--- config.mk ---
export PLATFORM = sky130hd
export DESIGN_NAME = occupancy_frontier_detector_unit
export DESIGN_NICKNAME = d
export VERILOG_FILES = /design/src/rtl/ofd_pkg.sv /design/src/rtl/ofd_front.sv /design/src/rtl/ofd_fifo.sv /design/src/rtl/ofd_back.sv /design/src/rtl/occupancy_frontier_detector_unit.sv
export VERILOG_INCLUDE_DIRS = /design/src /design/src/rtl
export SDC_FILE = /design/constraint.sdc
export NUM_CORES = 1
export LEC_CHECK = 0
export BUFFER_PORTS_ARGS = -buffer_cell sky130_fd_sc_hd__buf_2
export CORE_MARGIN = 10
export CORE_UTILIZATION = 50
export CTS_CLUSTER_DIAMETER = 200
export DETAILED_ROUTE_END_ITERATION = 7
export PLACE_DENSITY = 0.65
export SYNTH_ARGS = -nofsm -noshare
export SYNTH_HDL_FRONTEND = slang
export SYNTH_SLANG_ARGS = --single-unit
--- constraint.sdc ---
create_clock -name aclk -period 5.9 [get_ports aclk]
set_clock_uncertainty 0.15 [all_clocks]
set_input_delay 0.59 -clock aclk [delete_from_list [all_inputs] [get_ports aclk]]
set_output_delay 0.59 -clock aclk [all_outputs]
set_load 0.02 [all_outputs]
--- src/rtl/occupancy_frontier_detector_unit_defines.svh ---
// Assertion macros shared by the frontier detector RTL.
// Depends on nothing; expects aclk and aresetn in the including scope.
`ifndef OCCUPANCY_FRONTIER_DETECTOR_UNIT_DEFINES_SVH
`define OCCUPANCY_FRONTIER_DETECTOR_UNIT_DEFINES_SVH

// Condition must never be true at a clock edge outside reset.
`define OFD_ASSERT_NEVER(label, cond) \
    label: assert property (@(posedge aclk) disable iff (!aresetn) !(cond)) \
        else $error("ofd: forbidden condition seen");

// Antecedent true at an edge implies the consequent at the same edge.
`define OFD_ASSERT_IMPLY(label, ante, cons) \
    label: assert property (@(posedge aclk) disable iff (!aresetn) (ante) |-> (cons)) \
        else $error("ofd: implication failed");

`endif

--- src/rtl/ofd_pkg.sv ---
// Shared types, constants and functions of the frontier detector.
// Depends on nothing; imported by every module of the block.
`default_nettype none

package ofd_pkg;

    localparam int MAX_WIDTH  = 256;
    localparam int MAX_HEIGHT = 256;

    localparam int COL_W      = $clog2(MAX_WIDTH);
    localparam int ROW_W      = $clog2(MAX_HEIGHT);
    localparam int DIM_W      = 9;
    localparam int CFG_IDX_W  = 1;
    localparam int OUT_W      = 8;
    localparam int CELL_W     = 2;
    localparam int WIN_COL_W  = 3 * CELL_W;
    localparam int WIN_W      = 3 * WIN_COL_W;
    localparam int SLOT_N     = 4;
    localparam int QDEPTH     = 4;
    localparam int QPTR_W     = $clog2(QDEPTH);
    localparam int QCNT_W     = $clog2(QDEPTH + 1);

    localparam logic [DIM_W-1:0] WIDTH_RESET  = DIM_W'(150);
    localparam logic [DIM_W-1:0] HEIGHT_RESET = DIM_W'(150);
    localparam logic [DIM_W-1:0] WIDTH_LIMIT  = DIM_W'(MAX_WIDTH);
    localparam logic [DIM_W-1:0] HEIGHT_LIMIT = DIM_W'(MAX_HEIGHT);

    localparam logic [CFG_IDX_W-1:0] REG_GRID_WIDTH  = 1'b0;
    localparam logic [CFG_IDX_W-1:0] REG_GRID_HEIGHT = 1'b1;

    localparam logic signed [7:0] RAW_FREE    = 8'sd0;
    localparam logic signed [7:0] RAW_UNKNOWN = -8'sd1;

    typedef enum logic [CELL_W-1:0] {
        CODE_FREE     = 2'd0,
        CODE_UNKNOWN  = 2'd1,
        CODE_OCCUPIED = 2'd2
    } cell_code_t;

    // One queued item: the window after it was shifted in, its position and
    // the set of centres it completes (bit 0 up-left, 1 up, 2 left, 3 itself).
    typedef struct packed {
        logic [WIN_W-1:0]  win;
        logic [COL_W-1:0]  x;
        logic [ROW_W-1:0]  y;
        logic [SLOT_N-1:0] mask;
        logic              left_in;
        logic              top_in;
    } ofd_entry_t;

    typedef struct packed {
        logic full;
        logic empty;
    } ofd_qstat_t;

    function automatic logic [DIM_W-1:0] clamp_dim(input logic [DIM_W-1:0] v,
                                                   input logic [DIM_W-1:0] maxv);
        if (v < DIM_W'(2)) begin
            return DIM_W'(2);
        end else if (v > maxv) begin
            return maxv;
        end
        return v;
    endfunction

    // Window column 0 is the oldest, row 0 the top. The centre sits in column
    // 1 or 2 and row 1 or 2; column 0 and row 0 may lie outside the grid.
    function automatic logic frontier(input logic [WIN_W-1:0] win,
                                      input logic cc2, input logic cr2,
                                      input logic left_in, input logic top_in);
        logic             hit;
        logic             col_ok;
        logic             row_ok;
        logic [CELL_W-1:0] nb_code;
        logic [CELL_W-1:0] centre;
        hit    = 1'b0;
        centre = win[((cc2 ? 2 : 1) * 3 + (cr2 ? 2 : 1)) * CELL_W +: CELL_W];
        for (int c = 0; c < 3; c++) begin
            for (int r = 0; r < 3; r++) begin
                col_ok  = (c != 0) || (!cc2 && left_in);
                row_ok  = (r != 0) || (!cr2 && top_in);
                nb_code = win[(c * 3 + r) * CELL_W +: CELL_W];
                if (col_ok && row_ok && (nb_code == CODE_UNKNOWN)) begin
                    hit = 1'b1;
                end
            end
        end
        return (centre == CODE_FREE) && hit;
    endfunction

endpackage

`default_nettype wire

--- src/rtl/ofd_front.sv ---
// Front part: configuration, raster counters, line store and 3x3 window.
// Depends on ofd_pkg; pushes completed windows into the item queue.
`default_nettype none

module ofd_front import ofd_pkg::*; (
    input  wire logic                 aclk,
    input  wire logic                 aresetn,
    input  wire logic                 s_valid,
    output logic                      s_ready,
    input  wire logic signed [7:0]    s_cell_value,
    input  wire logic                 cfg_valid,
    output logic                      cfg_ready,
    input  wire logic [CFG_IDX_W-1:0] cfg_index,
    input  wire logic [DIM_W-1:0]     cfg_data,
    output logic                      q_push,
    output ofd_entry_t                q_entry,
    input  wire ofd_qstat_t           q_stat
);

    logic [DIM_W-1:0]  width_reg;
    logic [DIM_W-1:0]  height_reg;
    logic [COL_W-1:0]  col_reg;
    logic [ROW_W-1:0]  row_reg;
    logic [WIN_W-1:0]  win_reg;
    logic [WIN_W-1:0]  win_next;
    logic              s1_valid_reg;
    cell_code_t        s1_code_reg;
    logic [COL_W-1:0]  s1_x_reg;
    logic [ROW_W-1:0]  s1_y_reg;
    logic [SLOT_N-1:0] s1_mask_reg;
    logic              s1_left_reg;
    logic              s1_top_reg;
    logic [2*CELL_W-1:0] rd_reg;

    // Each entry holds {row before previous, previous row} for one column.
    logic [2*CELL_W-1:0] line_mem [MAX_WIDTH];

    logic              s_accept;
    logic              adv;
    logic              x_last;
    logic              y_last;
    cell_code_t        code_in;
    logic [SLOT_N-1:0] mask_in;

    assign cfg_ready = 1'b1;
    assign s_accept  = s_valid && s_ready;
    assign adv       = s1_valid_reg && ((s1_mask_reg == '0) || !q_stat.full);
    assign s_ready   = !s1_valid_reg || adv;

    assign x_last = (DIM_W'(col_reg) == (width_reg - DIM_W'(1)));
    assign y_last = (DIM_W'(row_reg) == (height_reg - DIM_W'(1)));

    always_comb begin
        priority if (s_cell_value == RAW_FREE) begin
            code_in = CODE_FREE;
        end else if (s_cell_value == RAW_UNKNOWN) begin
            code_in = CODE_UNKNOWN;
        end else begin
            code_in = CODE_OCCUPIED;
        end
    end

    assign mask_in = {y_last && x_last,
                      y_last && (col_reg != '0),
                      (row_reg != '0) && x_last,
                      (row_reg != '0) && (col_reg != '0)};

    assign win_next = {s1_code_reg, rd_reg[CELL_W-1:0], rd_reg[2*CELL_W-1:CELL_W],
                       win_reg[WIN_W-1:WIN_COL_W]};

    assign q_push  = adv && (s1_mask_reg != '0);
    assign q_entry = '{win: win_next, x: s1_x_reg, y: s1_y_reg, mask: s1_mask_reg,
                       left_in: s1_left_reg, top_in: s1_top_reg};

    always_ff @(posedge aclk) begin
        if (!aresetn) begin
            width_reg    <= WIDTH_RESET;
            height_reg   <= HEIGHT_RESET;
            col_reg      <= '0;
            row_reg      <= '0;
            win_reg      <= '0;
            s1_valid_reg <= 1'b0;
        end else begin
            priority if (cfg_valid) begin
                unique case (cfg_index)
                    REG_GRID_WIDTH:  width_reg  <= clamp_dim(cfg_data, WIDTH_LIMIT);
                    REG_GRID_HEIGHT: height_reg <= clamp_dim(cfg_data, HEIGHT_LIMIT);
                endcase
                col_reg <= '0;
                row_reg <= '0;
                win_reg <= '0;
            end else begin
                if (adv) begin
                    win_reg <= win_next;
                end
                if (s_accept) begin
                    if (x_last) begin
                        col_reg <= '0;
                        row_reg <= y_last ? '0 : row_reg + ROW_W'(1);
                    end else begin
                        col_reg <= col_reg + COL_W'(1);
                    end
                end
            end
            if (s_accept) begin
                s1_valid_reg <= 1'b1;
            end else if (adv) begin
                s1_valid_reg <= 1'b0;
            end
        end
    end

    // The write of a column always lands before the next read of that column,
    // since a row is at least two cells wide.
    always_ff @(posedge aclk) begin
        if (s_accept) begin
            s1_code_reg <= code_in;
            s1_x_reg    <= col_reg;
            s1_y_reg    <= row_reg;
            s1_mask_reg <= mask_in;
            s1_left_reg <= (col_reg >= COL_W'(2));
            s1_top_reg  <= (row_reg >= ROW_W'(2));
            rd_reg      <= line_mem[col_reg];
        end
        if (adv) begin
            line_mem[s1_x_reg] <= {rd_reg[CELL_W-1:0], s1_code_reg};
        end
    end

endmodule

`default_nettype wire

--- src/rtl/ofd_fifo.sv ---
// Short queue of completed windows between the front and back parts.
// Depends on ofd_pkg for the entry type and the queue depth.
`default_nettype none

module ofd_fifo import ofd_pkg::*; (
    input  wire logic        aclk,
    input  wire logic        aresetn,
    input  wire logic        push,
    input  wire ofd_entry_t  push_entry,
    input  wire logic        pop,
    output ofd_entry_t       head,
    output ofd_qstat_t       stat
);

    ofd_entry_t          slot_reg [QDEPTH];
    logic [QPTR_W-1:0]   wr_ptr_reg;
    logic [QPTR_W-1:0]   rd_ptr_reg;
    logic [QCNT_W-1:0]   count_reg;

    assign head       = slot_reg[rd_ptr_reg];
    assign stat.full  = (count_reg == QCNT_W'(QDEPTH));
    assign stat.empty = (count_reg == '0);

    always_ff @(posedge aclk) begin
        if (!aresetn) begin
            wr_ptr_reg <= '0;
            rd_ptr_reg <= '0;
            count_reg  <= '0;
        end else begin
            if (push) begin
                wr_ptr_reg <= wr_ptr_reg + QPTR_W'(1);
            end
            if (pop) begin
                rd_ptr_reg <= rd_ptr_reg + QPTR_W'(1);
            end
            unique case ({push, pop})
                2'b10:   count_reg <= count_reg + QCNT_W'(1);
                2'b01:   count_reg <= count_reg - QCNT_W'(1);
                default: count_reg <= count_reg;
            endcase
        end
    end

    always_ff @(posedge aclk) begin
        if (push) begin
            slot_reg[wr_ptr_reg] <= push_entry;
        end
    end

endmodule

`default_nettype wire

--- src/rtl/ofd_back.sv ---
// Back part: walks the centres of the queue head, classifies each one and
// drives the result register. Depends on ofd_pkg.
`default_nettype none

module ofd_back import ofd_pkg::*; (
    input  wire logic        aclk,
    input  wire logic        aresetn,
    input  wire ofd_entry_t  head,
    input  wire ofd_qstat_t  q_stat,
    output logic             q_pop,
    output logic             m_valid,
    input  wire logic        m_ready,
    output logic [OUT_W-1:0] m_center_x,
    output logic [OUT_W-1:0] m_center_y,
    output logic             m_is_frontier,
    output logic             m_last_of_run
);

    logic [SLOT_N-1:0] done_reg;
    logic              m_valid_reg;
    logic [OUT_W-1:0]  m_center_x_reg;
    logic [OUT_W-1:0]  m_center_y_reg;
    logic              m_is_frontier_reg;
    logic              m_last_of_run_reg;

    logic [SLOT_N-1:0] pending;
    logic [SLOT_N-1:0] sel;
    logic              last;
    logic              load;
    logic              cc2;
    logic              cr2;

    assign pending = head.mask & ~done_reg;
    assign sel     = pending & (~pending + SLOT_N'(1));
    assign last    = ((pending & ~sel) == '0);
    assign load    = !q_stat.empty && (!m_valid_reg || m_ready);
    assign q_pop   = load && last;

    // Centres in window column 2 or row 2 are the current column or row.
    assign cc2 = sel[1] || sel[3];
    assign cr2 = sel[2] || sel[3];

    always_ff @(posedge aclk) begin
        if (!aresetn) begin
            m_valid_reg <= 1'b0;
            done_reg    <= '0;
        end else begin
            if (load) begin
                m_valid_reg <= 1'b1;
                done_reg    <= last ? '0 : (done_reg | sel);
            end else if (m_ready) begin
                m_valid_reg <= 1'b0;
            end
        end
    end

    always_ff @(posedge aclk) begin
        if (load) begin
            m_center_x_reg    <= OUT_W'(cc2 ? head.x : head.x - COL_W'(1));
            m_center_y_reg    <= OUT_W'(cr2 ? head.y : head.y - ROW_W'(1));
            m_is_frontier_reg <= frontier(head.win, cc2, cr2, head.left_in, head.top_in);
            m_last_of_run_reg <= last;
        end
    end

    assign m_valid       = m_valid_reg;
    assign m_center_x    = m_center_x_reg;
    assign m_center_y    = m_center_y_reg;
    assign m_is_frontier = m_is_frontier_reg;
    assign m_last_of_run = m_last_of_run_reg;

endmodule

`default_nettype wire

--- src/rtl/occupancy_frontier_detector_unit.sv ---
// Frontier cell detector over a streamed occupancy grid, one cell per
// transaction in raster order. The input side takes a cell every cycle while
// the queue has room, and the result side delivers one result per cycle from
// its output register while m_ready is high and the queue holds work. A row's
// last cell below the top row and each bottom-row cell but the first complete
// two centres and the frame's last cell four. A four-entry queue between the
// two sides absorbs the extra centres at a row end; along the bottom row the
// queue fills and the input side stalls. A result passes from the input stage
// register through the queue to the output register. The line store is a
// single memory with one read and one write port, read when a cell is taken
// and written on the following advance. No clearing pass runs after reset. Any
// configuration write restarts the frame at column 0, row 0.
`default_nettype none

`include "occupancy_frontier_detector_unit_defines.svh"

module occupancy_frontier_detector_unit import ofd_pkg::*; (
    input  wire logic                 aclk,
    input  wire logic                 aresetn,
    input  wire logic                 s_valid,
    output logic                      s_ready,
    input  wire logic signed [7:0]    s_cell_value,
    output logic                      m_valid,
    input  wire logic                 m_ready,
    output logic [OUT_W-1:0]          m_center_x,
    output logic [OUT_W-1:0]          m_center_y,
    output logic                      m_is_frontier,
    output logic                      m_last_of_run,
    input  wire logic                 cfg_valid,
    output logic                      cfg_ready,
    input  wire logic [CFG_IDX_W-1:0] cfg_index,
    input  wire logic [DIM_W-1:0]     cfg_data
);

    logic       q_push;
    logic       q_pop;
    ofd_entry_t q_entry;
    ofd_entry_t q_head;
    ofd_qstat_t q_stat;

    ofd_front u_front (
        .aclk         (aclk),
        .aresetn      (aresetn),
        .s_valid      (s_valid),
        .s_ready      (s_ready),
        .s_cell_value (s_cell_value),
        .cfg_valid    (cfg_valid),
        .cfg_ready    (cfg_ready),
        .cfg_index    (cfg_index),
        .cfg_data     (cfg_data),
        .q_push       (q_push),
        .q_entry      (q_entry),
        .q_stat       (q_stat)
    );

    ofd_fifo u_fifo (
        .aclk       (aclk),
        .aresetn    (aresetn),
        .push       (q_push),
        .push_entry (q_entry),
        .pop        (q_pop),
        .head       (q_head),
        .stat       (q_stat)
    );

    ofd_back u_back (
        .aclk          (aclk),
        .aresetn       (aresetn),
        .head          (q_head),
        .q_stat        (q_stat),
        .q_pop         (q_pop),
        .m_valid       (m_valid),
        .m_ready       (m_ready),
        .m_center_x    (m_center_x),
        .m_center_y    (m_center_y),
        .m_is_frontier (m_is_frontier),
        .m_last_of_run (m_last_of_run)
    );

    `OFD_ASSERT_NEVER(a_queue_no_overflow, q_push && q_stat.full)
    `OFD_ASSERT_NEVER(a_queue_no_underflow, q_pop && q_stat.empty)
    `OFD_ASSERT_IMPLY(a_result_from_queue, $rose(m_valid), !$past(q_stat.empty))

endmodule

`default_nettype wire

==> metrics.md <==
| Metric | Value |
|---|---|
| Logic pwr share | under 10% |
| Via density | around 6.2 |
| Number of synthesis warnings | 0 |
| Max rail drop VDD | 0.306 mV |
| Global routing usage on met2 | 35.9% |
| Synth Net Count | 2905 |
| Switching share of power | about 22% |
| Cell mode on critical path | nor3_1 |
| Max reg flops | roughly 1000 |
| Worst slack at placement | 1950 ps |
| Async set-or-reset flop fraction in the synthesized netlist | 0% |
| Yosys cell types | 77 |
| Area leader, netlist | edfxtp_1 |
| Port Buffers | 42 |
| Synth Cell Area | 51600 sq um |
| # IOs | 44 |
| Diodes inserted | 0 |
| Drt wl/cell | ~29 um |
| Kind of critical path | reg -> reg |
| Met1 usage | 29.1% |
| Sequential share of the synthesized area | 73.9% |
| Number of setup violations in the final report | 0 |
| Tot GR Track Use | 22.1% |
| RSZ-0062 raised after global routing | false |
| Die Wd | between 300 and 400 um |
| Non-Filler Instances | 4425 |
| CP endpoint kind | register |
| Max incr delay on CP | 970 ps |
| Top post-synthesis cells by area | edfxtp_1 (72%), mux4_2 (11%), dfxtp_1 (2.4%) |
| Initial core utilization | 50.5% |
| PwrDens | 346 nW/um^2 |
| Final Max Slew Viols | 0 |
| Max-cap violation count | 0 |
| Flops & latches, synth | 1291 |
| Fin. Hold Viols | 0 |
| Power share of the sequential group | 51.7% |
| Syn_area_per_cell | 18.0 sq um |
| Overflow after GRT | 0 |
| Arrival time at the worst endpoint | 4330 ps |
| First-pass GRT wire length | around 190000 um |
| Die footprint | 116000 sq um |
| Starting DRT DRC Count | approximately 3000 |
| Final ANT Viol Nets | 0 |
| CTS tree | done |
| Clock Sinks | ~1300 |
| Leak Pwr | 17.3 nW |
| TritonRoute pass-1 iters | 6 |
| Setup bufs post-CTS | 0 |
| EDFF count, synth | about 1200 |
| Skew-Pair Late Insertion Delay | 740 ps |
| Post-CTS Resized | 0 |
| Worst-margin pin slew | 1310 ps |
| Mapped Cells | ~2900 |
| Ys flop type | edfxtp_1 |
| DP Wirelength | 78700 um |
| Routed WL | 129000 um |
| Drt drc | 0 |
| Setup TNS | 0 ps |
| Post-route setup slack | 1880 ps |
| Initial antenna violation count | 1 |
| Die Y | around 340 um |
| Fillers | 7757 |
| GR Layer Usage met3 | roughly 5.1% |
| Vias | between 20000 and 30000 |
| Switch Pwr | 4.41 mW |
| Cells after DPL | ~4200 |
| Nets | 2989 |
| Final min period | 4020 ps |
| Vias in the first global route | about 28000 |
| Relative slew slack | 12.1% |
| Share of cells above drive strength 1 | 19.4% |
| Busiest grt layer | met2 |
| CP Data Required Time | 6210 ps |
| Internal power | 15.5 mW |
| CP max-delay cell | a2111oi_0 |
| Crit-path cells | buf_12 > mux4_2 > nand2_1 > o21ai_0 > a2111oi_0 > nor3_1 > nor3_1 > a31oi_1 |
| Status | finished, final reports clean |
| Fin crit share | 68.1% |
| Most frequent cells after synthesis | edfxtp_1 (1230), nor2_1 (314), mux4_2 (257) |
| Worst Hold Class | in -> reg |
| Row Count | between 100 and 150 |
| Clock Tree Root | clkbuf_16 |
| Achievable Freq | 249 MHz |
| Floorplan Core Area | 102000 sq um |
| Max H-tree Level | 4 |
| Critical Path Source Type | register |
| Bufs on Longest Clock Path | 3 |
| Cts bufs inserted | 135 |
| Gpl congestion | just under 0.9 |
| Crit path max fanout | 87 |
| Top-count cell post-synth | edfxtp_1 |
| Clock network fraction of total power | between 40% and 50% |
| Pin count of the biggest net entering global routing | 210 |
| Layout area overhead | 11.7% |
| Post-synth top area share | a little under three quarters |
| Clk slew on worst S/H paths | 70 ps |
## cell type report
type / count / area, sq um / area share, %
clock buffer: 177 / 3670 / 6.37
timing repair buffer: 115 / 868 / 1.51
multi-input combinational: 1370 / 12500 / 21.6
tap: 1368 / 1710 / 2.97
clock inverter: 69 / 617 / 1.07
sequential: 1291 / 38200 / 66.2
inverter: 35 / 131 / 0.228
## layout by cell type (no fill, tap or decap), types with 17 or more instances in the layout
cell type  Yosys  layout
o211ai_1      17      17
ha_1          17      17
o21ai_0       34      34
a31oi_1       17      17
nand2_1      128     126
clkinv_1       2      29
nor3_1        32      32
dfxtp_1       61      53
xnor2_1       35      35
a21oi_1       59      58
nor2b_1       23      21
edfxtp_1    1230    1230
clkbuf_16      0     141
nor2_1       314     313
buf_4         28      61
mux4_2       257     257
mux2i_1       93      93
clkinv_2       0      22
a22oi_1       33      33
buf_2         45      42
nand3_1       51      51
clkbuf_1      82      35
inv_1         32      32
## metal layers
metal,up-vias,share of wire [%],wire length [um]
li1,11592,-,-
met1,14318,39,50600
met2,1281,49,63200
met3,248,8.5,11000
met4,2,3.4,4370
met5,-,0.012,16
## timing repair
item | CTS | global route
hold buffers | 4 | 0
endpoints found under the hold margin | 4 | 0
endpoints found under the setup margin | 0 | 0
## kinds of logic after synthesis
family | share of synthesized area [%]
fa+ha+maj | 0.470
flops | 73.9
mux | 13.2
other cells | 0.00727
simple gates | 5.84
buf+inv | 1.97
xor+xnor | 0.863
compound gates | 3.70
## worst paths after layout
path                                           start                                 end  slack (ps)  depth (start not counted)
hold reg to reg   u_front.height_reg[8]$_SDFFE_PN0P_  u_front.height_reg[8]$_SDFFE_PN0P_         330                          2
setup / recovery     u_front.col_reg[1]$_SDFFE_PP0P_         u_front.rd_reg[3]$_DFFE_PP_        1880                          8
hold / removal                           cfg_data[5]   u_front.width_reg[5]$_SDFFE_PN0P_          50                          3
setup reg to reg     u_front.col_reg[1]$_SDFFE_PP0P_         u_front.rd_reg[3]$_DFFE_PP_        1880                          8
## metrics by stage
| step | hold slack (ps) | total power, mW | util, % | instance area (sq um) |
|---|---|---|---|---|
| 2_1_floorplan | 256 | 11.5 | - | 51600 |
| 3_3_place_gp | 292 | 11.9 | 52.2 | 53300 |
| 3_5_place_dp | 313 | 11.9 | 52.2 | 53300 |
| 4_1_cts | 6.36 | 20.1 | 56.4 | 57700 |
| 5_1_grt | 43.6 | 20.6 | 56.4 | 57700 |
| 6_report | 48.1 | 20.0 | 56.4 | 57700 |
## power by group through the flow
| stage | Clock (mW) | Sequential [mW] | Combinational (mW) |
|---|---|---|---|
| after detailed placement | 0 | 10.5 | 1.41 |
| after global routing | 8.76 | 10.3 | 1.54 |
| after floorplan | 0 | 10.6 | 0.940 |
| final | 8.24 | 10.3 | 1.41 |
| after CTS | 8.36 | 10.3 | 1.42 |
| after global placement | 0 | 10.5 | 1.39 |
## worst max-delay path, delay by kind of cell (launching register included)
family	cells	cell delay, ps
buf+inv	1	490
flops	1	790
mux	1	410
simple gates	3	650
compound gates	3	1130
No activity file was read; power rests on OpenSTA's default activity.
